## src/rtl/cdq_pkg.sv

```systemverilog
// Package for the circular deque: operation and status codes, controller states
// and the memory command struct. It has no dependencies.
`default_nettype none

package cdq_pkg;

  // Width of one stored element.
  localparam int unsigned DataW = 32;

  // Operation codes carried by a request.
  typedef enum logic [2:0] {
    OP_PUSH_FRONT = 3'd0,
    OP_PUSH_REAR  = 3'd1,
    OP_POP_FRONT  = 3'd2,
    OP_POP_REAR   = 3'd3,
    OP_PEEK       = 3'd4
  } op_e;

  // Status codes returned with every result.
  typedef enum logic [1:0] {
    ST_DONE  = 2'd0,
    ST_FULL  = 2'd1,
    ST_EMPTY = 2'd2
  } status_e;

  // Controller states.
  typedef enum logic [1:0] {
    S_IDLE  = 2'd0,
    S_FETCH = 2'd1,
    S_RESP  = 2'd2
  } state_e;

  // Strobes from the controller to the slot memory.
  typedef struct packed {
    logic we;
    logic re;
  } mem_cmd_t;

endpackage : cdq_pkg

`default_nettype wire

```

## src/rtl/cdq_ram.sv

```systemverilog
// Slot memory of the circular deque: one write port and one read port with a
// registered read. Depends on cdq_pkg.
`default_nettype none

module cdq_ram #(
  parameter int unsigned Depth = 8,
  parameter int unsigned IdxW  = 3
) (
  input  wire logic                             clk_i,
  input  wire cdq_pkg::mem_cmd_t                cmd_i,
  input  wire logic [IdxW-1:0]                  waddr_i,
  input  wire logic signed [cdq_pkg::DataW-1:0] wdata_i,
  input  wire logic [IdxW-1:0]                  raddr_i,
  output logic signed [cdq_pkg::DataW-1:0]      rdata_o
);

  logic signed [cdq_pkg::DataW-1:0] mem_q [Depth];
  logic signed [cdq_pkg::DataW-1:0] rdata_q;

  // Write port.
  always_ff @(posedge clk_i) begin
    if (cmd_i.we) begin
      mem_q[waddr_i] <= wdata_i;
    end
  end

  // Read port, registered.
  always_ff @(posedge clk_i) begin
    if (cmd_i.re) begin
      rdata_q <= mem_q[raddr_i];
    end
  end

  assign rdata_o = rdata_q;

endmodule : cdq_ram

`default_nettype wire

```

## src/rtl/cdq_ctrl.sv

```systemverilog
// Controller of the circular deque: indices, element count, cached end values
// and the request/result sequencing. Depends on cdq_pkg; drives cdq_ram.
`default_nettype none

module cdq_ctrl #(
  parameter int unsigned Depth = 8,
  parameter int unsigned IdxW  = 3,
  parameter int unsigned CntW  = 4
) (
  input  wire logic                             clk_i,
  input  wire logic                             rst_ni,
  // Request side.
  input  wire logic                             in_valid_i,
  output logic                                  in_ready_o,
  input  wire logic [2:0]                       operation_i,
  input  wire logic signed [cdq_pkg::DataW-1:0] push_value_i,
  // Result side.
  output logic                                  out_valid_o,
  input  wire logic                             out_ready_i,
  output logic [1:0]                            status_o,
  output logic signed [cdq_pkg::DataW-1:0]      front_value_o,
  output logic signed [cdq_pkg::DataW-1:0]      rear_value_o,
  output logic [3:0]                            occupancy_o,
  output logic                                  is_empty_o,
  output logic                                  is_full_o,
  // Slot memory.
  output cdq_pkg::mem_cmd_t                     mem_cmd_o,
  output logic [IdxW-1:0]                       mem_waddr_o,
  output logic signed [cdq_pkg::DataW-1:0]      mem_wdata_o,
  output logic [IdxW-1:0]                       mem_raddr_o,
  input  wire logic signed [cdq_pkg::DataW-1:0] mem_rdata_i
);

  localparam logic [IdxW-1:0] LastIdx  = IdxW'(Depth - 1);
  localparam logic [CntW-1:0] FullCnt  = CntW'(Depth);
  localparam logic [CntW-1:0] OneCnt   = CntW'(1);

  cdq_pkg::state_e                  state_q, state_d;
  logic [IdxW-1:0]                  fidx_q, fidx_d, ridx_q, ridx_d;
  logic [CntW-1:0]                  cnt_q, cnt_d;
  logic signed [cdq_pkg::DataW-1:0] front_q, front_d, rear_q, rear_d;
  cdq_pkg::status_e                 status_q, status_d;
  logic                             fetch_front_q, fetch_front_d;

  logic            accept;
  logic            empty, full;
  logic [IdxW-1:0] fidx_inc, fidx_dec, ridx_inc, ridx_dec;

  assign accept = in_valid_i && in_ready_o;
  assign empty  = (cnt_q == '0);
  assign full   = (cnt_q == FullCnt);

  // Ring index arithmetic, wrapping at either end.
  assign fidx_inc = (fidx_q == LastIdx) ? '0 : fidx_q + IdxW'(1);
  assign fidx_dec = (fidx_q == '0) ? LastIdx : fidx_q - IdxW'(1);
  assign ridx_inc = (ridx_q == LastIdx) ? '0 : ridx_q + IdxW'(1);
  assign ridx_dec = (ridx_q == '0) ? LastIdx : ridx_q - IdxW'(1);

  // Operation decode: index and count update, slot write or slot read.
  always_comb begin
    fidx_d        = fidx_q;
    ridx_d        = ridx_q;
    cnt_d         = cnt_q;
    front_d       = front_q;
    rear_d        = rear_q;
    status_d      = status_q;
    fetch_front_d = fetch_front_q;
    mem_cmd_o     = '0;
    mem_waddr_o   = '0;
    mem_wdata_o   = push_value_i;
    mem_raddr_o   = '0;

    if (accept) begin
      status_d = cdq_pkg::ST_DONE;
      unique case (operation_i) inside
        cdq_pkg::OP_PUSH_FRONT, cdq_pkg::OP_PUSH_REAR: begin
          if (full) begin
            status_d = cdq_pkg::ST_FULL;
          end else begin
            mem_cmd_o.we = 1'b1;
            cnt_d        = cnt_q + OneCnt;
            if (empty) begin
              fidx_d  = '0;
              ridx_d  = '0;
              front_d = push_value_i;
              rear_d  = push_value_i;
            end else if (operation_i == cdq_pkg::OP_PUSH_FRONT) begin
              fidx_d      = fidx_dec;
              mem_waddr_o = fidx_dec;
              front_d     = push_value_i;
            end else begin
              ridx_d      = ridx_inc;
              mem_waddr_o = ridx_inc;
              rear_d      = push_value_i;
            end
          end
        end
        cdq_pkg::OP_POP_FRONT, cdq_pkg::OP_POP_REAR: begin
          if (empty) begin
            status_d = cdq_pkg::ST_EMPTY;
          end else begin
            cnt_d = cnt_q - OneCnt;
            if (cnt_q == OneCnt) begin
              fidx_d = '0;
              ridx_d = '0;
            end else if (operation_i == cdq_pkg::OP_POP_FRONT) begin
              // The new front end is fetched from its slot.
              fidx_d        = fidx_inc;
              mem_cmd_o.re  = 1'b1;
              mem_raddr_o   = fidx_inc;
              fetch_front_d = 1'b1;
            end else begin
              ridx_d        = ridx_dec;
              mem_cmd_o.re  = 1'b1;
              mem_raddr_o   = ridx_dec;
              fetch_front_d = 1'b0;
            end
          end
        end
        default: begin
          // Peek and the unused codes leave the indices, count and end values alone.
        end
      endcase
    end else if (state_q == cdq_pkg::S_FETCH) begin
      if (fetch_front_q) begin
        front_d = mem_rdata_i;
      end else begin
        rear_d = mem_rdata_i;
      end
    end
  end

  // Next state.
  always_comb begin
    state_d = state_q;
    unique case (state_q)
      cdq_pkg::S_IDLE: begin
        if (accept) begin
          state_d = mem_cmd_o.re ? cdq_pkg::S_FETCH : cdq_pkg::S_RESP;
        end
      end
      cdq_pkg::S_FETCH: begin
        state_d = cdq_pkg::S_RESP;
      end
      cdq_pkg::S_RESP: begin
        if (out_ready_i) begin
          state_d = cdq_pkg::S_IDLE;
        end
      end
      default: begin
        state_d = cdq_pkg::S_IDLE;
      end
    endcase
  end

  // Handshake and result outputs.
  always_comb begin
    in_ready_o    = (state_q == cdq_pkg::S_IDLE);
    out_valid_o   = (state_q == cdq_pkg::S_RESP);
    status_o      = status_q;
    front_value_o = empty ? '0 : front_q;
    rear_value_o  = empty ? '0 : rear_q;
    occupancy_o   = 4'(cnt_q);
    is_empty_o    = empty;
    is_full_o     = full;
  end

  // Control state.
  always_ff @(posedge clk_i or negedge rst_ni) begin
    if (!rst_ni) begin
      state_q <= cdq_pkg::S_IDLE;
      fidx_q  <= '0;
      ridx_q  <= '0;
      cnt_q   <= '0;
    end else begin
      state_q <= state_d;
      fidx_q  <= fidx_d;
      ridx_q  <= ridx_d;
      cnt_q   <= cnt_d;
    end
  end

  // Cached end values and result payload.
  always_ff @(posedge clk_i) begin
    front_q       <= front_d;
    rear_q        <= rear_d;
    status_q      <= status_d;
    fetch_front_q <= fetch_front_d;
  end

  // The count never passes the ring size.
  assert property (@(posedge clk_i) disable iff (!rst_ni) cnt_q <= FullCnt)
    else $error("deque count above depth");

  // An empty deque keeps both indices at slot zero.
  assert property (@(posedge clk_i) disable iff (!rst_ni)
    empty |-> (fidx_q == '0) && (ridx_q == '0))
    else $error("empty deque with non-zero index");

  // A slot is never written and read in the same cycle.
  assert property (@(posedge clk_i) disable iff (!rst_ni)
    !(mem_cmd_o.we && mem_cmd_o.re))
    else $error("slot write and read together");

  // A fetch always follows an accepted pop that leaves elements behind.
  assert property (@(posedge clk_i) disable iff (!rst_ni)
    (state_q == cdq_pkg::S_FETCH) |-> $past(accept) && !empty)
    else $error("fetch without a pop");

endmodule : cdq_ctrl

`default_nettype wire

```

## src/rtl/circular_deque_unit.sv

```systemverilog
// Top level of the circular deque: controller plus slot memory.
// Depends on cdq_pkg, cdq_ctrl and cdq_ram.
//
//   Channel   Direction  Handshake               Fields
//   request   in         in_valid_i/in_ready_o   operation_i, push_value_i
//   result    out        out_valid_o/out_ready_i status_o, front_value_o, rear_value_o,
//                                                occupancy_o, is_empty_o, is_full_o
//
// One request is in flight at a time. A push, peek or refused request shows its
// result in the cycle after acceptance; a pop that leaves elements behind first
// passes through S_FETCH to read the new end value from the slot memory's registered
// read port. The block then takes the next request in the cycle after the result is
// taken. Reset empties the deque at once; the slot memory is not cleared. A stalled
// result holds until out_ready_i is seen.
`default_nettype none

module circular_deque_unit #(
  parameter int unsigned DEPTH = 8
) (
  input  wire logic        clk_i,
  input  wire logic        rst_ni,
  input  wire logic        in_valid_i,
  output logic             in_ready_o,
  input  wire logic [2:0]  operation_i,
  input  wire logic signed [31:0] push_value_i,
  output logic             out_valid_o,
  input  wire logic        out_ready_i,
  output logic [1:0]       status_o,
  output logic signed [31:0] front_value_o,
  output logic signed [31:0] rear_value_o,
  output logic [3:0]       occupancy_o,
  output logic             is_empty_o,
  output logic             is_full_o
);

  localparam int unsigned IdxW = $clog2(DEPTH);
  localparam int unsigned CntW = $clog2(DEPTH + 1);

  cdq_pkg::mem_cmd_t                mem_cmd;
  logic [IdxW-1:0]                  mem_waddr, mem_raddr;
  logic signed [cdq_pkg::DataW-1:0] mem_wdata, mem_rdata;

  cdq_ctrl #(
    .Depth(DEPTH),
    .IdxW (IdxW),
    .CntW (CntW)
  ) u_ctrl (
    .clk_i        (clk_i),
    .rst_ni       (rst_ni),
    .in_valid_i   (in_valid_i),
    .in_ready_o   (in_ready_o),
    .operation_i  (operation_i),
    .push_value_i (push_value_i),
    .out_valid_o  (out_valid_o),
    .out_ready_i  (out_ready_i),
    .status_o     (status_o),
    .front_value_o(front_value_o),
    .rear_value_o (rear_value_o),
    .occupancy_o  (occupancy_o),
    .is_empty_o   (is_empty_o),
    .is_full_o    (is_full_o),
    .mem_cmd_o    (mem_cmd),
    .mem_waddr_o  (mem_waddr),
    .mem_wdata_o  (mem_wdata),
    .mem_raddr_o  (mem_raddr),
    .mem_rdata_i  (mem_rdata)
  );

  cdq_ram #(
    .Depth(DEPTH),
    .IdxW (IdxW)
  ) u_ram (
    .clk_i  (clk_i),
    .cmd_i  (mem_cmd),
    .waddr_i(mem_waddr),
    .wdata_i(mem_wdata),
    .raddr_i(mem_raddr),
    .rdata_o(mem_rdata)
  );

endmodule : circular_deque_unit

`default_nettype wire
```

## config.mk

```make
export PLATFORM = sky130hd
export DESIGN_NAME = circular_deque_unit
export DESIGN_NICKNAME = d
export VERILOG_FILES = /design/src/rtl/cdq_pkg.sv /design/src/rtl/cdq_ram.sv /design/src/rtl/cdq_ctrl.sv /design/src/rtl/circular_deque_unit.sv
export SDC_FILE = /design/constraint.sdc
export NUM_CORES = 1
export LEC_CHECK = 0
export BUFFER_PORTS_ARGS = -buffer_cell sky130_fd_sc_hd__buf_2
export CORE_ASPECT_RATIO = 0.9
export CORE_MARGIN = 2
export CORE_UTILIZATION = 47
export DETAILED_ROUTE_END_ITERATION = 12
export PLACE_DENSITY = 0.76
export SYNTH_ARGS = -nofsm -noshare
export SYNTH_HDL_FRONTEND = slang
export SYNTH_SLANG_ARGS = --single-unit
```

## constraint.sdc

```tcl
create_clock -name clk_i -period 18.3 [get_ports clk_i]
set_input_delay 0.915 -clock clk_i [delete_from_list [all_inputs] [get_ports clk_i]]
set_output_delay 0.915 -clock clk_i [all_outputs]
set_load 0.02 [all_outputs]
```

* After elaboration in Yosys (flattened, before gate mapping)
Memories as Yosys holds them, arrays and structs flattened. A register that Yosys moved wholly into a read port is not among the register bits. Cells that the tools add are included.
Storage, ports and cells: memories kept 1, bits in registers 79, input port bits 39, ROM bits 0, word-level logic and storage cells 120, RAM bits 256, bits in latches 0
Operators by class: divide/modulo/power cells 0, reduce and logical (&&, ||, !) cells 18, bitwise gates (word level) 2, mux-type cells 63, $lt $le $gt $ge 0, multiply operators 0, equality and inequality tests 22, add/sub/neg operators 6, shift operators 0
Memories:
- u_ram.mem_q | depth 8, bits a word 32, read ports 1, clocked after Yosys merged registers in 1, wr ports 1, line cdq_ram.sv:17 | logic signed [cdq_pkg::DataW-1:0] mem_q [Depth];
Operators by type and width (number):
- $mux 32 | 16
- $mux 3 | 26
- $ne 2x2->1 const B | 6
- $pmux 3 s2 | 2
- $reduce_and 6->1 | 2
- $mux 2 | 5
- $reduce_and 5->1 | 2
- $logic_not 3->1 | 3
- $mux 1 | 9
- $ne 3x3->1 const B | 3
- $mux 4 | 2
- $pmux 4 s2 | 1
- $reduce_and 4->1 | 2
- $add 3x1->3 const B | 2
- $eq 3x2->1 const B | 2
- $eq 3x3->1 const B | 2
- $ne 3x1->1 const B | 2
- $pmux 2 s3 | 1
- $reduce_bool 2->1 | 3
- $sub 3x1->3 const B | 2
- $add 4x1->4 const B | 1
- $eq 4x1->1 const B | 1
- $eq 4x4->1 const B | 1
- $logic_not 4->1 | 1
- 12 further kinds | 14

* Depth between registers and ports, before layout
word-level depth 8, depth in mapped cells 15

* By module
A second synthesis with hierarchy kept.
Second synthesis, totals: cells, all modules 823, area total of the unflattened synthesis 14973.1 sq um
By module, submodules not included:
- cdq_ram | instances 1, seq. area each 8648.3 sq um, cells each 415, area each 10786.6 sq um
- cdq_ctrl | instances 1, seq. area each 2312.2 sq um, cells each 408, area each 4186.5 sq um

* Worst setup path after synthesis
OpenSTA, ideal clock, no wires.
path type input to register, start input operation_i[0], end memory u_ram.mem_q[0][0] (netlist bit), enable pin, setup slack 10.971 ns, data arrival time 6.735 ns, library setup time 0.594 ns, required time 17.706 ns, cell stages on the path 6, cells stage by stage buf_2 nor3_1 nand3_1 o21ai_0 nand2_1 a2111oi_0
On the way: cells in the longest elaborated chain, start to end 6
Ends and longest elaborated chain:
- start, declared | line circular_deque_unit.sv:24 | input wire logic [2:0] operation_i,
- $eq 3x1->1 (no line) or $logic_not 3->1 (tied branches)
- $reduce_or 2->1 or $mux 3 (tied branches) | line cdq_ctrl.sv:75, cdq_ctrl.sv:87
- $mux 1 or $mux 3 (tied branches) | line cdq_ctrl.sv:75, cdq_ctrl.sv:82
- $mux 2 or $mux 3 (tied branches) | line cdq_ctrl.sv:73, cdq_ctrl.sv:77
- $mux 1 or $mux 3 (tied branches) | line cdq_ram.sv:22, cdq_ctrl.sv:75
- $mux 1 (implied by the code) or $mux 3 (tied branches) | line cdq_ram.sv:23, cdq_ctrl.sv:73
- end, declared | line cdq_ram.sv:17
Parallel ways exist; a longest one is shown, timed or not.

==> results.md <==
- Crit path max fanout: 86
- Fin. Hold Viols: 0
- FP Rows: 61
- Leakage: 6.22 nW
- Root Driver: clkbuf_16
- Skew-Pair Late Insertion Delay: 0.52 ns
- Slew headroom: 0.201
- HPWL Detailed: roughly 17,000 um
- Worst-path clk slew: 0.07 ns
- Worst Path Arrival: 4.28 ns
- WS Path Type: flip-flop to flip-flop
- Largest net degree at the start of global routing: 104
- Net Count, Synth: approximately 1,200
- DR vias: about 9,100
- Die height: ~170 um
- Total congestion overflow: 0
- Synth Cell Area: 0.0148 mm^2
- Critical R2R Launch: u_ctrl.occupancy_o[0]
- Delay of the slowest cell on the worst path: 0.54 ns
- ANT nets after route: 0
- Die W: between 150 and 200 um
- Slew at the pin closest to its max-slew limit: around 1.2 ns
- Layout Nets: roughly 1,300
- Initial DRC count: about 1,100
- Crit path launch type: flip-flop
- CTS H-tree lvls: 2
- Syn-to-layout area delta: 14.7%
- FMAX: approximately 250 MHz
- First-pass GRT wire length: approximately 49,000 um
- Share of cells above drive strength 1: 0.163
- CP top delay family: simple AND/OR/NAND/NOR gates
- Core area: 0.0309 mm^2
- Post-DR vias/cell: between 5 and 6
- Average wire per standard cell: 19.2 um
- Minimum clock period: 4.03 ns
- Synth Register Bits: approximately 370
- Die ar.: ~0.033 mm^2
- Outcome: completed
- I/O pins: roughly 110
- Reg2Reg Capture Point: u_ram.rdata_o[22]
- Vias in the first global route: 8,895
- Period utilization: 0.220
- Final setup TNS: 0 ns
- Slowest-stage cell, CP: buf_4
- Longest Clk Path Bufs: 3
- Initial antenna violation count: 0
- Post-CTS Setup Repair Bufs: 0
- Routability Congestion: 0.833
- Hold/Removal Path Class: input port to asynchronous set/reset pin
- Sequential share of the synthesized area: 0.742
- EDFF count, synth: about 360
- CTS tree: done
- Path depth of the worst reg2reg path: 13
- Post-synth top flop: edfxtp_1
- Mean Syn Cell Area: approximately 13 um^2
- DRC: 0
- CP endpoint kind: flip-flop
- CTS buffer count: 38
- CTS resizes: 0
- CP bufs+invs: 4
- Synth cell types: between 50 and 60
- R2R setup slack: roughly 14 ns
- Synth async-reset ratio: 0.0327
- Critical Path, Cell by Cell: inv_1, ha_1, nor2b_2, nand2b_1, inv_2, nor2_8, nand2_4, inv_4, o21ai_4, buf_4, nand2_1, a21oi_1, or4_1
- Gr usage total: 0.196
- Worst EP required: between 15 and 20 ns
- Ant. Diodes: 0
- Worst Setup SP: u_ctrl.occupancy_o[0]
- Hold Buf Count CTS: 0
- Clock Skews: 0.0213 ns
- Power per cell area: 124 mW/mm^2
- Max Slew Vio Count: 0
- RSZ-0062 raised after global routing: false
- Synth Instances: between 1,000 and 1,500
- Max Cap Viol: 0
- Yosys warns: 0
- Routed Wire Length: about 32,000 um
- CTS Sinks: ~370
- IO buf count: approximately 110
- Worst vdd rail ir drop: about 0.000074 V
- 1st-pass router iterations: 5
- Overall power: approximately 2.1 mW
- Final setup viols: 0
- Starting Density: 0.478
stage by stage:
step | cells | cell area, um^2 | setup slack (ns) | util | hold WS [ns]
floorplan | 1133 | 14800 | 10.97 | - | 0.475
global placement | 1608 | 15700 | 14.03 | 0.508 | 0.506
detailed placement | 1608 | 15700 | 13.95 | 0.508 | 0.510
CTS | 1677 | 17000 | 14.28 | 0.549 | 0.289
global route | 1677 | 17000 | 14.01 | 0.549 | 0.295
finish | 1677 | 17000 | 14.27 | 0.549 | 0.283
cells by family (layout without fill, tap and decap cells):
kind of cell / after synthesis / count (layout) / synth area share
and+or+nand+nor: 508 / 508 / 0.156
DFF: 367 / 367 / 0.742
xor gates and xnor gates: 5 / 5 / 0.00296
AOI/OAI and AO/OA: 162 / 162 / 0.0584
muxes: 7 / 7 / 0.00508
adders and majority gates: 11 / 11 / 0.00931
buffers and inverters: 73 / 208 / 0.0267
final cells by class:
class                           count  area (um^2)
Clock buffer                       49         1060
Clock inverter                     20          205
Fill cell                        2472        14000
Inverter                           16         62.6
Multi-Input combinational cell    693         3520
Sequential cell                   367        11000
Tap cell                          409          512
Timing Repair Buffer              123          643
registers in the layout, summed over array words and instances (netlist names):
name / cells
u_ram.mem_q: 256
u_ctrl.front_q: 32
u_ctrl.rear_q: 32
u_ram.rdata_o: 32
u_ctrl.occupancy_o: 4
u_ctrl.fidx_q: 3
u_ctrl.ridx_q: 3
u_ctrl.state_q: 2
u_ctrl.status_o: 2
u_ctrl.fetch_front_q: 1
worst reg2reg max path: cells and delay by family, from the launching register on:
kind | cells | cell delay, ns
simple gates | 6 | 1.34
fa+ha+maj | 1 | 0.23
flops | 1 | 0.47
compound gates | 2 | 0.53
buf+inv | 4 | 1.20
cell usage after synthesis (all sizes together), types with 8 or more instances:
cell,instances,area share
a21oi,137,0.047
buf,35,0.017
clkbuf,22,0.0056
dfrtp,12,0.020
edfxtp,355,0.72
ha,11,0.0093
inv,15,0.0040
nand2,361,0.092
nor2,22,0.0072
nor2b,67,0.029
o21ai,8,0.0030
or4,32,0.016
where the power goes:
group / switching, mW / internal (mW)
clock: 0.313 / 0.465
sequential: 0.0230 / 0.969
combinational: 0.227 / 0.0993
placed cells by master (no fill, tap or decap), types with 8 or more instances in the layout:
| cell type | n |
|---|---|
| or4_1 | 32 |
| nor2_1 | 13 |
| clkbuf_1 | 8 |
| ha_1 | 11 |
| a21oi_1 | 136 |
| buf_4 | 11 |
| nor2_4 | 8 |
| nand2_1 | 360 |
| buf_2 | 112 |
| nor2b_1 | 66 |
| clkbuf_16 | 41 |
| edfxtp_1 | 355 |
| inv_1 | 13 |
| dfrtp_1 | 12 |
worst max path at each step:
stage | to | depth (start not counted)
6_report | u_ram.rdata_o[22] | 13
5_1_grt | u_ram.rdata_o[27] | 13
4_1_cts | u_ram.rdata_o[20] | 13
3_5_place_dp | u_ram.rdata_o[20] | 10
3_3_place_gp | u_ram.rdata_o[4] | 10
2_1_floorplan | u_ram.mem_q[0][0] | 6
metal layers:
layer	vias up	share of wire	GRT usage	wire length, um
met3	52	0.076	0.0335	2460
met5	-	0	0	0
met1	4419	0.42	0.270	13600
li1	4221	-	-	-
met4	0	0.020	0.0485	644
met2	379	0.48	0.326	15500
Power figures use the tool's default switching activity.
